<file path="src/sv/framebuffer_dirty_rect_text_plotter_defines.svh">
// Assertion macros used by the framebuffer plotter controller.
// Depends on nothing; each user supplies clk and rst_n in its own scope.
`ifndef FRAMEBUFFER_DIRTY_RECT_TEXT_PLOTTER_DEFINES_SVH
`define FRAMEBUFFER_DIRTY_RECT_TEXT_PLOTTER_DEFINES_SVH
`ifndef NO_ASSERTIONS
`define FBDR_ASSERT_HOLDS(label, cond) \
    label: assert property (@(posedge clk) disable iff (!rst_n) (cond)) \
        else $error("fbdr: invariant violated");
`define FBDR_ASSERT_NEXT(label, ante, cons) \
    label: assert property (@(posedge clk) disable iff (!rst_n) (ante) |=> (cons)) \
        else $error("fbdr: sequence violated");
`else
`define FBDR_ASSERT_HOLDS(label, cond)
`define FBDR_ASSERT_NEXT(label, ante, cons)
`endif
`endif

</file>
<file path="src/sv/fbdr_pkg.sv">
// Shared types, constants and the 8x8 glyph ROM of the framebuffer plotter.
// Depends on nothing; used by fbdr_ctrl, fbdr_datapath and the top level.
package fbdr_pkg;

    // Frame geometry limits and store size.
    localparam int MAX_WIDTH   = 1024;
    localparam int MAX_HEIGHT  = 768;
    localparam int GLYPH_COUNT = 128;
    localparam int ROM_CODES   = 1024 / 8;
    localparam int STORE_ROW   = (MAX_WIDTH + 3) / 4 * 4;
    localparam int STORE_SIZE  = STORE_ROW * MAX_HEIGHT;

    // Field and counter widths.
    localparam int W_W     = $clog2(MAX_WIDTH + 1);
    localparam int H_W     = $clog2(MAX_HEIGHT + 1);
    localparam int ADDR_W  = $clog2(STORE_SIZE);
    localparam int LIM_W   = $clog2(STORE_SIZE + 1);
    localparam int XY_W    = 12;
    localparam int COLOR_W = 8;
    localparam int CODE_W  = 8;
    localparam int CFG_IDX_W  = 2;
    localparam int CFG_DATA_W = 11;
    localparam int PIX_CNT_W  = 6;

    // Configuration register indexes.
    localparam logic [CFG_IDX_W-1:0] CFG_WIDTH  = 2'd0;
    localparam logic [CFG_IDX_W-1:0] CFG_HEIGHT = 2'd1;

    // Reset values of the configuration registers.
    localparam logic [W_W-1:0] WIDTH_RESET  = 11'd640;
    localparam logic [H_W-1:0] HEIGHT_RESET = 10'd480;

    // Operation codes; the remaining codes are no-ops.
    typedef enum logic [2:0] {
        MODE_WRITE = 3'd0,
        MODE_READ  = 3'd1,
        MODE_CHAR  = 3'd2,
        MODE_FLUSH = 3'd3,
        MODE_CLEAR = 3'd4
    } mode_t;

    // Controller states.
    typedef enum logic [2:0] {
        ST_INIT,
        ST_IDLE,
        ST_PLOT,
        ST_DRAIN,
        ST_CLR_SETUP,
        ST_SWEEP,
        ST_RESULT,
        ST_DONE
    } state_t;

    // Commands from the controller to the datapath.
    typedef struct packed {
        logic load_item;
        logic pix_issue;
        logic sweep_run;
        logic sweep_setup;
        logic res_load;
    } cmd_t;

    // Status from the datapath to the controller.
    typedef struct packed {
        logic pix_last;
        logic sweep_last;
    } status_t;

    // Glyph ROM: one byte per glyph row, most significant bit at the left.
    localparam logic [7:0] GLYPH_ROM [8][ROM_CODES] = '{
        '{
            8'h00,8'h00,8'h00,8'h00,8'h00,8'h00,8'h00,8'h00,
            8'h00,8'h00,8'h00,8'h00,8'h00,8'h00,8'h00,8'h00,
            8'h00,8'h00,8'h00,8'h00,8'h00,8'h00,8'h00,8'h00,
            8'h00,8'h00,8'h00,8'h00,8'h00,8'h00,8'h00,8'h00,
            8'h00,8'h08,8'h14,8'h14,8'h08,8'h00,8'h18,8'h08,
            8'h04,8'h10,8'h08,8'h08,8'h00,8'h00,8'h00,8'h01,
            8'h1C,8'h08,8'h1C,8'h1C,8'h0C,8'h3E,8'h1C,8'h3E,
            8'h1C,8'h1C,8'h00,8'h00,8'h04,8'h00,8'h20,8'h1C,
            8'h1C,8'h1C,8'h3C,8'h1C,8'h3C,8'h3E,8'h3E,8'h1C,
            8'h22,8'h1C,8'h0E,8'h22,8'h10,8'h41,8'h22,8'h1C,
            8'h1C,8'h1C,8'h3C,8'h1C,8'h3E,8'h22,8'h22,8'h41,
            8'h22,8'h22,8'h3E,8'h1C,8'h40,8'h1C,8'h08,8'h00,
            8'h10,8'h00,8'h10,8'h00,8'h02,8'h00,8'h0C,8'h00,
            8'h20,8'h00,8'h00,8'h20,8'h18,8'h00,8'h00,8'h00,
            8'h00,8'h00,8'h00,8'h00,8'h00,8'h00,8'h00,8'h00,
            8'h00,8'h00,8'h00,8'h0C,8'h08,8'h30,8'h00,8'h00
        },
        '{
            8'h00,8'h00,8'h00,8'h00,8'h00,8'h00,8'h00,8'h00,
            8'h00,8'h00,8'h00,8'h00,8'h00,8'h00,8'h00,8'h00,
            8'h00,8'h00,8'h00,8'h00,8'h00,8'h00,8'h00,8'h00,
            8'h00,8'h00,8'h00,8'h00,8'h00,8'h00,8'h00,8'h00,
            8'h00,8'h08,8'h14,8'h14,8'h1E,8'h32,8'h28,8'h08,
            8'h08,8'h08,8'h49,8'h08,8'h00,8'h00,8'h00,8'h02,
            8'h22,8'h18,8'h22,8'h22,8'h14,8'h20,8'h22,8'h02,
            8'h22,8'h22,8'h0C,8'h0C,8'h08,8'h00,8'h10,8'h22,
            8'h22,8'h22,8'h22,8'h22,8'h22,8'h20,8'h20,8'h22,
            8'h22,8'h08,8'h04,8'h22,8'h10,8'h63,8'h32,8'h22,
            8'h12,8'h22,8'h22,8'h22,8'h08,8'h22,8'h22,8'h41,
            8'h22,8'h22,8'h02,8'h10,8'h20,8'h04,8'h14,8'h00,
            8'h08,8'h1C,8'h10,8'h00,8'h02,8'h00,8'h12,8'h00,
            8'h20,8'h08,8'h08,8'h20,8'h08,8'h00,8'h00,8'h00,
            8'h00,8'h00,8'h00,8'h00,8'h08,8'h00,8'h00,8'h00,
            8'h00,8'h00,8'h00,8'h10,8'h08,8'h08,8'h00,8'h00
        },
        '{
            8'h00,8'h00,8'h00,8'h00,8'h00,8'h00,8'h00,8'h00,
            8'h00,8'h00,8'h00,8'h00,8'h00,8'h00,8'h00,8'h00,
            8'h00,8'h00,8'h00,8'h00,8'h00,8'h00,8'h00,8'h00,
            8'h00,8'h00,8'h00,8'h00,8'h00,8'h00,8'h00,8'h00,
            8'h00,8'h08,8'h00,8'h7F,8'h28,8'h34,8'h10,8'h00,
            8'h10,8'h04,8'h2A,8'h08,8'h00,8'h00,8'h00,8'h04,
            8'h22,8'h08,8'h02,8'h02,8'h24,8'h20,8'h20,8'h04,
            8'h22,8'h22,8'h0C,8'h0C,8'h10,8'h7F,8'h08,8'h02,
            8'h2E,8'h22,8'h22,8'h20,8'h22,8'h20,8'h20,8'h20,
            8'h22,8'h08,8'h04,8'h24,8'h10,8'h55,8'h2A,8'h22,
            8'h12,8'h22,8'h22,8'h20,8'h08,8'h22,8'h22,8'h41,
            8'h14,8'h14,8'h04,8'h10,8'h10,8'h04,8'h22,8'h00,
            8'h00,8'h02,8'h1C,8'h1C,8'h0E,8'h1C,8'h10,8'h1D,
            8'h2C,8'h00,8'h00,8'h24,8'h08,8'hB6,8'h2C,8'h1C,
            8'h2C,8'h1A,8'h2C,8'h1C,8'h1C,8'h24,8'h22,8'h41,
            8'h22,8'h12,8'h3C,8'h10,8'h08,8'h08,8'h30,8'h00
        },
        '{
            8'h00,8'h00,8'h00,8'h00,8'h00,8'h00,8'h00,8'h00,
            8'h00,8'h00,8'h00,8'h00,8'h00,8'h00,8'h00,8'h00,
            8'h00,8'h00,8'h00,8'h00,8'h00,8'h00,8'h00,8'h00,
            8'h00,8'h00,8'h00,8'h00,8'h00,8'h00,8'h00,8'h00,
            8'h00,8'h08,8'h00,8'h14,8'h1C,8'h08,8'h28,8'h00,
            8'h10,8'h04,8'h1C,8'h7F,8'h00,8'h7F,8'h00,8'h08,
            8'h2A,8'h08,8'h04,8'h0C,8'h3E,8'h3C,8'h3C,8'h08,
            8'h1C,8'h1E,8'h00,8'h00,8'h20,8'h00,8'h04,8'h04,
            8'h2A,8'h3E,8'h3C,8'h20,8'h22,8'h3C,8'h3E,8'h2E,
            8'h3E,8'h08,8'h04,8'h38,8'h10,8'h49,8'h2A,8'h22,
            8'h1C,8'h22,8'h3C,8'h1C,8'h08,8'h22,8'h14,8'h2A,
            8'h08,8'h08,8'h08,8'h10,8'h08,8'h04,8'h00,8'h00,
            8'h00,8'h1E,8'h12,8'h20,8'h12,8'h22,8'h38,8'h22,
            8'h32,8'h08,8'h08,8'h28,8'h08,8'h49,8'h12,8'h22,
            8'h12,8'h24,8'h30,8'h20,8'h08,8'h24,8'h22,8'h41,
            8'h14,8'h12,8'h04,8'h20,8'h08,8'h04,8'h49,8'h00
        },
        '{
            8'h00,8'h00,8'h00,8'h00,8'h00,8'h00,8'h00,8'h00,
            8'h00,8'h00,8'h00,8'h00,8'h00,8'h00,8'h00,8'h00,
            8'h00,8'h00,8'h00,8'h00,8'h00,8'h00,8'h00,8'h00,
            8'h00,8'h00,8'h00,8'h00,8'h00,8'h00,8'h00,8'h00,
            8'h00,8'h08,8'h00,8'h7F,8'h0A,8'h16,8'h46,8'h00,
            8'h10,8'h04,8'h2A,8'h08,8'h0C,8'h00,8'h00,8'h10,
            8'h22,8'h08,8'h08,8'h02,8'h04,8'h02,8'h22,8'h10,
            8'h22,8'h02,8'h0C,8'h0C,8'h10,8'h7F,8'h08,8'h08,
            8'h2E,8'h22,8'h22,8'h20,8'h22,8'h20,8'h20,8'h22,
            8'h22,8'h08,8'h24,8'h24,8'h10,8'h41,8'h26,8'h22,
            8'h10,8'h22,8'h28,8'h02,8'h08,8'h22,8'h14,8'h2A,
            8'h14,8'h08,8'h10,8'h10,8'h04,8'h04,8'h00,8'h00,
            8'h00,8'h22,8'h12,8'h20,8'h12,8'h3E,8'h10,8'h22,
            8'h22,8'h08,8'h08,8'h30,8'h08,8'h49,8'h12,8'h22,
            8'h12,8'h24,8'h20,8'h18,8'h08,8'h24,8'h22,8'h49,
            8'h08,8'h12,8'h08,8'h10,8'h08,8'h08,8'h06,8'h00
        },
        '{
            8'h00,8'h00,8'h00,8'h00,8'h00,8'h00,8'h00,8'h00,
            8'h00,8'h00,8'h00,8'h00,8'h00,8'h00,8'h00,8'h00,
            8'h00,8'h00,8'h00,8'h00,8'h00,8'h00,8'h00,8'h00,
            8'h00,8'h00,8'h00,8'h00,8'h00,8'h00,8'h00,8'h00,
            8'h00,8'h00,8'h00,8'h14,8'h3C,8'h26,8'h44,8'h00,
            8'h08,8'h08,8'h49,8'h08,8'h0C,8'h00,8'h0C,8'h20,
            8'h22,8'h08,8'h10,8'h22,8'h04,8'h22,8'h22,8'h10,
            8'h22,8'h22,8'h0C,8'h0C,8'h08,8'h00,8'h10,8'h00,
            8'h20,8'h22,8'h22,8'h22,8'h22,8'h20,8'h20,8'h22,
            8'h22,8'h08,8'h24,8'h22,8'h10,8'h41,8'h22,8'h22,
            8'h10,8'h22,8'h24,8'h22,8'h08,8'h22,8'h08,8'h14,
            8'h22,8'h08,8'h20,8'h10,8'h02,8'h04,8'h00,8'h00,
            8'h00,8'h22,8'h12,8'h20,8'h12,8'h20,8'h10,8'h1E,
            8'h22,8'h08,8'h08,8'h28,8'h08,8'h41,8'h12,8'h22,
            8'h1C,8'h1C,8'h20,8'h04,8'h08,8'h24,8'h14,8'h55,
            8'h14,8'h0E,8'h10,8'h10,8'h08,8'h08,8'h00,8'h00
        },
        '{
            8'h00,8'h00,8'h00,8'h00,8'h00,8'h00,8'h00,8'h00,
            8'h00,8'h00,8'h00,8'h00,8'h00,8'h00,8'h00,8'h00,
            8'h00,8'h00,8'h00,8'h00,8'h00,8'h00,8'h00,8'h00,
            8'h00,8'h00,8'h00,8'h00,8'h00,8'h00,8'h00,8'h00,
            8'h00,8'h08,8'h00,8'h14,8'h08,8'h00,8'h3A,8'h00,
            8'h04,8'h10,8'h08,8'h08,8'h04,8'h00,8'h0C,8'h40,
            8'h1C,8'h1C,8'h3E,8'h1C,8'h0E,8'h1C,8'h1C,8'h10,
            8'h1C,8'h1C,8'h00,8'h04,8'h04,8'h00,8'h20,8'h08,
            8'h1C,8'h22,8'h3C,8'h1C,8'h3C,8'h3E,8'h20,8'h1C,
            8'h22,8'h1C,8'h18,8'h22,8'h1E,8'h41,8'h22,8'h1C,
            8'h10,8'h1C,8'h22,8'h1C,8'h08,8'h1C,8'h08,8'h14,
            8'h22,8'h08,8'h3E,8'h1C,8'h01,8'h1C,8'h00,8'h00,
            8'h00,8'h1D,8'h2C,8'h1C,8'h0D,8'h1C,8'h10,8'h02,
            8'h22,8'h08,8'h08,8'h24,8'h08,8'h41,8'h12,8'h1C,
            8'h10,8'h04,8'h20,8'h38,8'h08,8'h1A,8'h08,8'h22,
            8'h22,8'h02,8'h3C,8'h0C,8'h08,8'h30,8'h00,8'h00
        },
        '{
            8'h00,8'h00,8'h00,8'h00,8'h00,8'h00,8'h00,8'h00,
            8'h00,8'h00,8'h00,8'h00,8'h00,8'h00,8'h00,8'h00,
            8'h00,8'h00,8'h00,8'h00,8'h00,8'h00,8'h00,8'h00,
            8'h00,8'h00,8'h00,8'h00,8'h00,8'h00,8'h00,8'h00,
            8'h00,8'h00,8'h00,8'h00,8'h00,8'h00,8'h00,8'h00,
            8'h00,8'h00,8'h00,8'h00,8'h08,8'h00,8'h00,8'h00,
            8'h00,8'h00,8'h00,8'h00,8'h00,8'h00,8'h00,8'h00,
            8'h00,8'h00,8'h00,8'h08,8'h00,8'h00,8'h00,8'h00,
            8'h00,8'h00,8'h00,8'h00,8'h00,8'h00,8'h00,8'h00,
            8'h00,8'h00,8'h00,8'h00,8'h00,8'h00,8'h00,8'h00,
            8'h00,8'h06,8'h00,8'h00,8'h00,8'h00,8'h00,8'h00,
            8'h00,8'h00,8'h00,8'h00,8'h00,8'h00,8'h00,8'h7F,
            8'h00,8'h00,8'h00,8'h00,8'h00,8'h00,8'h00,8'h1C,
            8'h00,8'h00,8'h30,8'h00,8'h00,8'h00,8'h00,8'h00,
            8'h10,8'h04,8'h00,8'h00,8'h00,8'h00,8'h00,8'h00,
            8'h00,8'h1C,8'h00,8'h00,8'h00,8'h00,8'h00,8'h00
        }
    };

    // One glyph row; codes without a glyph come back blank.
    function automatic logic [7:0] glyph_row(input logic [2:0] row,
                                             input logic [CODE_W-1:0] code);
        logic [7:0] bits;
        bits = 8'h00;
        if ((int'(code) < GLYPH_COUNT) && (int'(code) < ROM_CODES))
        begin
            bits = GLYPH_ROM[row][code[$clog2(ROM_CODES)-1:0]];
        end
        return bits;
    endfunction

endpackage

</file>
<file path="src/sv/fbdr_ctrl.sv">
// Controller state machine of the framebuffer plotter.
// Depends on fbdr_pkg and the assertion macro header.
`include "framebuffer_dirty_rect_text_plotter_defines.svh"

module fbdr_ctrl (
    input  logic                  clk,
    input  logic                  rst_n,
    input  logic                  start,
    input  logic [2:0]            mode,
    input  fbdr_pkg::status_t     status,
    output fbdr_pkg::cmd_t        cmd,
    output logic                  busy,
    output logic                  done
);

    fbdr_pkg::state_t state_reg;
    fbdr_pkg::state_t state_next;

    // State register; reset starts the store clearing pass.
    always_ff @(posedge clk or negedge rst_n)
    begin
        if (!rst_n)
        begin
            state_reg <= fbdr_pkg::ST_INIT;
        end
        else
        begin
            state_reg <= state_next;
        end
    end

    // Next state and datapath commands.
    always_comb
    begin
        state_next = state_reg;
        cmd        = '0;
        unique case (state_reg)
            fbdr_pkg::ST_INIT:
            begin
                cmd.sweep_run = 1'b1;
                if (status.sweep_last)
                begin
                    state_next = fbdr_pkg::ST_IDLE;
                end
            end
            fbdr_pkg::ST_IDLE:
            begin
                if (start)
                begin
                    cmd.load_item = 1'b1;
                    unique case (fbdr_pkg::mode_t'(mode))
                        fbdr_pkg::MODE_WRITE,
                        fbdr_pkg::MODE_READ,
                        fbdr_pkg::MODE_CHAR:  state_next = fbdr_pkg::ST_PLOT;
                        fbdr_pkg::MODE_CLEAR: state_next = fbdr_pkg::ST_CLR_SETUP;
                        default:              state_next = fbdr_pkg::ST_RESULT;
                    endcase
                end
            end
            fbdr_pkg::ST_PLOT:
            begin
                cmd.pix_issue = 1'b1;
                if (status.pix_last)
                begin
                    state_next = fbdr_pkg::ST_DRAIN;
                end
            end
            fbdr_pkg::ST_DRAIN:
            begin
                state_next = fbdr_pkg::ST_RESULT;
            end
            fbdr_pkg::ST_CLR_SETUP:
            begin
                cmd.sweep_setup = 1'b1;
                state_next      = fbdr_pkg::ST_SWEEP;
            end
            fbdr_pkg::ST_SWEEP:
            begin
                cmd.sweep_run = 1'b1;
                if (status.sweep_last)
                begin
                    state_next = fbdr_pkg::ST_RESULT;
                end
            end
            fbdr_pkg::ST_RESULT:
            begin
                cmd.res_load = 1'b1;
                state_next   = fbdr_pkg::ST_DONE;
            end
            fbdr_pkg::ST_DONE:
            begin
                state_next = fbdr_pkg::ST_IDLE;
            end
        endcase
    end

    // Handshake outputs.
    assign busy = (state_reg != fbdr_pkg::ST_IDLE);
    assign done = (state_reg == fbdr_pkg::ST_DONE);

    // A character's pixels are issued back to back without a gap.
    `FBDR_ASSERT_NEXT(a_pix_run_unbroken, cmd.pix_issue && !status.pix_last, cmd.pix_issue)
    // Nothing touches the store while the block waits for work.
    `FBDR_ASSERT_HOLDS(a_idle_quiet, !busy |-> (!cmd.pix_issue && !cmd.sweep_run))
    // Loading the result is always followed by exactly one strobe cycle.
    `FBDR_ASSERT_NEXT(a_result_strobe, cmd.res_load, done && !cmd.res_load)

endmodule

</file>
<file path="config.mk">
export PLATFORM = sky130hd
export DESIGN_NAME = fbdr_ctrl
export DESIGN_NICKNAME = d
export VERILOG_FILES = /design/src/sv/fbdr_pkg.sv /design/src/sv/fbdr_ctrl.sv
export VERILOG_INCLUDE_DIRS = /design/src /design/src/sv
export SDC_FILE = /design/constraint.sdc
export NUM_CORES = 1
export LEC_CHECK = 0
export BUFFER_PORTS_ARGS = -buffer_cell sky130_fd_sc_hd__buf_4
export CAP_MARGIN = 15
export CORE_AREA = 2 2 39 41
export CTS_CLUSTER_DIAMETER = 60
export DETAILED_ROUTE_END_ITERATION = 8
export DIE_AREA = 0 0 41 43
export GPL_TIMING_DRIVEN = 1
export PLACE_DENSITY = 0.44
export SKIP_LAST_GASP = 1
export SYNTH_ARGS = -nofsm -noshare
export SYNTH_HDL_FRONTEND = slang
export SYNTH_SLANG_ARGS = --single-unit
export TNS_END_PERCENT = 50
</file>
<file path="constraint.sdc">
create_clock -name clk -period 2.5 [get_ports clk]
set_input_delay 0.75 -clock clk [delete_from_list [all_inputs] [get_ports clk]]
set_output_delay 0.75 -clock clk [all_outputs]
set_load 0.03 [all_outputs]
</file>
Word level (Yosys, flattened, before mapping). Index checks and enable logic that the tools add are counted. W data, S select, Z words.

Flip-flop bits (word level): 3. Output and inout port bits: 7. Input bits: 8. Word-level logic and storage cells: 33.

Reduce and logical (&&, ||, !) cells: 5. Muxes and demuxes: 12. Eq/ne operators: 15.

Operator list (count): $pmux W3 S8 (1); $eq A3 B3 Y1 const B (5); $mux W3 (4); $eq A3 B2 Y1 const B (3); $ne A2 B2 Y1 const B (4); $eq A3 B1 Y1 const B (2); $logic_not A3 Y1 (2); $mux W1 (6); $pmux W3 S2 (1); $reduce_and A4 Y1 (1); $ne A3 B1 Y1 const B (1); $reduce_or A3 Y1 (1); $reduce_or A2 Y1 (1).

Longest topological paths before layout. Gate-level depths: netlist of run 1.

Word-level depth: 5. Mapped depth: 4. Depth with buffers taken out: 3.

Worst setup path before layout of run 1. OpenSTA, ideal clock, no wires.

Path type: register -> output. Start point: register state_reg[0]. End point: output port cmd[1] (netlist name). Buffers on the path: 1. Data arrival time: 1.247 ns. Slack: 0.503 ns. Cell stages (with the launch flop): 3. Data required time: 1.750 ns. Path through: dfrtp_1 -> buf_2 -> nor3b_1.

RTL lines: from (decl) (line fbdr_ctrl.sv:16) `fbdr_pkg::state_t state_reg;`; from (signal assigned) (line fbdr_ctrl.sv:24) `state_reg <= fbdr_pkg::ST_INIT;`; from (signal assigned) (line fbdr_ctrl.sv:28) `state_reg <= state_next;`; to (decl) (line fbdr_ctrl.sv:11) `output fbdr_pkg::cmd_t cmd,`.

==> impl_metrics.env, run 1 <==
export IMPL_syn_to_final_growth_pct=60.56
export IMPL_timing_worst_slew_pin_value_ns=0.3354
export IMPL_final_cell_mix="buf_4 (14), nor2_1 (5), nand2_1 (4)"
export IMPL_dp_hpwl_um=425
export IMPL_p_per_area_nw_per_um2=1425
export IMPL_die_area_um2=1763
export IMPL_syn_area_um2=225.2
export IMPL_instances_no_fill=60
export IMPL_p_sw_mw=0.2555
export IMPL_synth_fp_nets=37
export IMPL_cts_root_buf="clkbuf_4"
export IMPL_fill_cells=153
export IMPL_crit_type="flip-flop to primary output"
export IMPL_hold_path_class="primary input to async pin"
export IMPL_internal_power_mw=0.2597
export IMPL_fin_setup_tns_ns=0
export IMPL_min_period_ns=2.000
export IMPL_drv_cap=0
export IMPL_ir_drop_uv=397.3
export IMPL_cts_htree_levels=1
export IMPL_clock_path_buffers=2
export IMPL_status="complete, no violations"
export IMPL_cts_sinks=3
export IMPL_syn_avg_cell_area_um2=7.766
export IMPL_ys_warn_count=0
export IMPL_drc_errors=0
export IMPL_maxSlewViolCount=0
export IMPL_grt_pass1_vias=195
export IMPL_path_clk_slew_ns=0.04
export IMPL_synth_cells=29
export IMPL_max_slew_margin_rel_pct=77.64
export IMPL_finalHoldViolations=0
export IMPL_p_sw_share_pct=49.60
export IMPL_postCtsHoldBufs=0
export IMPL_place_ws_ns=0.5643
export IMPL_crit_fanout=11
export IMPL_die_h_um=43
export IMPL_largest_reg_flops=3
export IMPL_synth_cell_type_count=16
export IMPL_wire_per_inst_um=9.567
export IMPL_post_cts_resize_count=0
export IMPL_ant_nets=0
export IMPL_yosysSeqAreaShare_pct=33.33
export IMPL_grt_setup_unrepaired="false"
export IMPL_worstSetupEndpointType="primary output"
export IMPL_core_um2=1384
export IMPL_grt_first_pass_wirelength_um=855
export IMPL_die_w_um=41
export IMPL_dp_cells=56
export IMPL_viasPerCell=4.100
export IMPL_whs_ns=0.2996
export IMPL_grt_max_degree=12
export IMPL_antenna_found_initial=0
export IMPL_final_core_util_pct=26.13
export IMPL_worst_endpoint_required_ns=1.75
export IMPL_rows=14
export IMPL_cp_data_arrival_time_ns=1.25
export IMPL_drt_initial_drc_count=3
export IMPL_dpl_cell_area_um2=335.3
export IMPL_worstSkewPairLatency_ns=0.23
export IMPL_start_util_pct=16.27
export IMPL_final_common_cell="buf_4"
export IMPL_cts_tree="done"
export IMPL_fmaxAchievable_mhz=499.9
export IMPL_grt_ovfl_total=0
export IMPL_setup_violations=0
export IMPL_drt_first_pass_iters=2
export IMPL_clkPwrFrac_pct=16.1
export IMPL_cp_start_kind="flip-flop"
export IMPL_n_antenna_cell=0
export IMPL_fin_area_um2=361.6
export IMPL_nets=53
export IMPL_cts_buffers=3
export IMPL_fin_crit_sh_pct=80.01
export IMPL_ys_ff_latch=3
export IMPL_leakage_nw=0.1779
export IMPL_vias=246
export IMPL_post_cts_setup_buffer_count=0
export IMPL_skew_ns=0.0008124
export IMPL_reg2regPathDepth=3
export IMPL_gp_congestion=0.6204
export IMPL_finalPower_mw=0.5152
export IMPL_portBuffers=14
export IMPL_ioPinCount=15
export IMPL_combinationalPowerShare_pct=57.2
export IMPL_detail_route_wirelength_um=574
export IMPL_grt_usage_pct=7.129
export IMPL_fin_ws_ns=0.4997
export IMPL_drive_gt1_share_pct=38.64
export IMPL_p_seq_share_pct=26.7
## cell usage after synthesis
library cell / instances / area, um^2
o221ai_1: 1 / 8.760
a21o_1: 1 / 7.510
or4b_1: 1 / 10.01
dfrtp_1: 3 / 75.07
buf_2: 3 / 15.01
nand2b_1: 2 / 12.51
and3_1: 2 / 12.51
a21boi_0: 1 / 7.510
nand2_1: 4 / 15.01
nor3b_1: 1 / 7.510
xor2_1: 1 / 8.760
o21a_1: 1 / 7.510
a211oi_1: 1 / 7.510
a31oi_1: 1 / 6.260
a21oi_1: 1 / 5.000
nor2_1: 5 / 18.77
## worst paths after layout
check | from | end | slack, ns
min reg2reg | state_reg[2] | state_reg[1] | 0.70
min | rst_n | state_reg[1] | 0.30
max reg2reg | state_reg[2] | state_reg[1] | 1.12
max in group asynchronous | rst_n | state_reg[2] | 2.11
min in group clk | state_reg[2] | state_reg[1] | 0.70
max | state_reg[2] | cmd[4] | 0.50
## cell families after synthesis
logic type,synth area share (%)
AOI/OAI and AO/OA,22.23
xor gates and xnor gates,3.890
buffers and inverters,6.665
DFF,33.33
and+or+nand+nor,33.89
## layer usage
| layer | GRT usage, % | wire length (um) | vias to the layer above |
|---|---|---|---|
| li1 | - | - | 132 |
| met1 | 11.25 | 283 | 98 |
| met2 | 8.438 | 203 | 14 |
| met3 | 0 | 69 | 2 |
| met4 | 6.000 | 17 | 0 |
| met5 | 0 | 0 | - |
## cell type report
cell class              count  area [um^2]  area share [%]
multi-input cells          23        135.1           37.37
repair buffers             14        105.1           29.07
flip-flops and latches      3        75.07           20.76
clock buffers               4        26.28           7.266
well taps                  16        20.02           5.536
## worst max-delay path: stages, from the launching register on
cell and delay [ns]:
dfrtp_1 0.49, nor2_1 0.20, and3_1 0.18, buf_4 0.15
## power groups by stage
| stage | clock network, mW | registers [mW] | logic [mW] |
|---|---|---|---|
| CTS | 0.0863 | 0.137 | 0.298 |
| floorplan | 0 | 0.0792 | 0.261 |
| global placement | 0 | 0.139 | 0.300 |
| detailed placement | 0 | 0.139 | 0.297 |
| global route | 0.0938 | 0.145 | 0.319 |
| finish | 0.0832 | 0.137 | 0.295 |
Power figures use the tool's default switching activity.
==> run 2: changes to the inputs <==
==> constraint.sdc (replaced) <==
create_clock -name clk -period 2 [get_ports clk]
set_input_delay 0.6 -clock clk [delete_from_list [all_inputs] [get_ports clk]]
set_output_delay 0.6 -clock clk [all_outputs]
set_load 0.03 [all_outputs]
==> impl_metrics.env, run 2 (synthesis results as in run 1) <==
export IMPL_status="complete, no violations"
export IMPL_crit_type="flip-flop to primary output"
export IMPL_clock_path_buffers=2
export IMPL_grt_pass1_vias=234
export IMPL_final_core_util_pct=26.67
export IMPL_grt_setup_unrepaired="false"
export IMPL_cts_tree="done"
export IMPL_dp_cells=57
export IMPL_maxSlewViolCount=0
export IMPL_p_per_area_nw_per_um2=1799
export IMPL_final_common_cell="buf_4"
export IMPL_drt_first_pass_iters=2
export IMPL_skew_ns=0.00001960
export IMPL_leakage_nw=0.1825
export IMPL_max_slew_margin_rel_pct=80.79
export IMPL_n_antenna_cell=0
export IMPL_wire_per_inst_um=10.15
export IMPL_gp_congestion=0.6433
export IMPL_viasPerCell=4.098
export IMPL_fin_ws_ns=0.1694
export IMPL_fin_crit_sh_pct=91.53
export IMPL_fin_setup_tns_ns=0
export IMPL_timing_worst_slew_pin_value_ns=0.2882
export IMPL_drt_initial_drc_count=2
export IMPL_worstSetupEndpointType="primary output"
export IMPL_crit_fanout=9
export IMPL_grt_max_degree=11
export IMPL_worstSkewPairLatency_ns=0.23
export IMPL_min_period_ns=1.831
export IMPL_whs_ns=0.1504
export IMPL_core_um2=1384
export IMPL_cp_data_arrival_time_ns=1.23
export IMPL_seqCellArea_um2=75.07
export IMPL_drv_cap=0
export IMPL_worst_endpoint_required_ns=1.40
export IMPL_vias=250
export IMPL_nets=54
export IMPL_cp_start_kind="flip-flop"
export IMPL_final_cell_mix="buf_4 (15), nor2_1 (5), nand2_1 (4)"
export IMPL_hold_path_class="primary input to async pin"
export IMPL_drive_gt1_share_pct=40.00
export IMPL_ant_nets=0
export IMPL_finalHoldViolations=0
export IMPL_cts_sinks=3
export IMPL_fmaxAchievable_mhz=546.3
export IMPL_die_area_um2=1763
export IMPL_fill_cells=159
export IMPL_dpl_cell_area_um2=342.8
export IMPL_postCtsHoldBufs=0
export IMPL_multiInputGateArea_um2=135.1
export IMPL_rows=14
export IMPL_cts_root_buf="clkbuf_4"
export IMPL_dp_hpwl_um=469.2
export IMPL_grt_ovfl_total=0
export IMPL_post_cts_resize_count=0
export IMPL_antenna_found_initial=0
export IMPL_largest_reg_flops=3
export IMPL_finalPower_mw=0.6640
export IMPL_die_w_um=41
export IMPL_cts_buffers=3
export IMPL_instances_no_fill=61
export IMPL_setup_violations=0
export IMPL_die_h_um=43
export IMPL_ir_drop_uv=498.2
export IMPL_post_cts_setup_buffer_count=0
export IMPL_drc_errors=0
export IMPL_grt_first_pass_wirelength_um=931
export IMPL_ioPinCount=15
export IMPL_cts_htree_levels=1
export IMPL_start_util_pct=16.27
export IMPL_place_ws_ns=0.3563
export IMPL_fin_area_um2=369.1
export IMPL_path_clk_slew_ns=0.03
export IMPL_syn_to_final_growth_pct=63.89
export IMPL_portBuffers=14
export IMPL_detail_route_wirelength_um=619
export IMPL_grt_usage_pct=7.948
## run 2: cell types whose count changed in the layout (fill, tap and decap cells not counted)
cell   previous run  this run
buf_4            14        15
## run 2: per-layer routing
metal  track usage, %  wire (um)  vias up
met1            11.65        325      101
met5                0          0        -
met4            4.000          6        0
met2            9.688        225       15
met3            3.141         62        2
li1                 -          -      132
## run 2: where the power goes
group | switching [mW] | internal [mW]
logic | 0.228 | 0.169
clock network | 0.0293 | 0.0746
registers | 0.0693 | 0.0932
total | 0.327 | 0.337
## run 2: worst max-delay path: stages (launching register included)
cell and delay [ns]:
dfrtp_1 0.46, nor2_1 0.20, and3_1 0.18, buf_4 0.16
## run 2: cell type report
type                    count  share of cell area, %
repair buffers             15                  30.51
well taps                  16                  5.424
clock buffers               4                  7.119
flip-flops and latches      3                  20.34
multi-input cells          23                  36.61
## run 2: worst paths after layout
| kind | from | end | slack, ns | depth (start not counted) |
|---|---|---|---|---|
| setup / recovery | state_reg[1] | cmd[4] | 0.17 | 3 |
| hold / removal | rst_n | state_reg[2] | 0.15 | 1 |
| setup reg to reg | state_reg[2] | state_reg[1] | 0.52 | 4 |
| hold reg to reg | state_reg[0] | state_reg[0] | 0.71 | 1 |
| max in group asynchronous | rst_n | state_reg[0] | 1.76 | 1 |
| min in group clk | start | state_reg[0] | 0.65 | 2 |
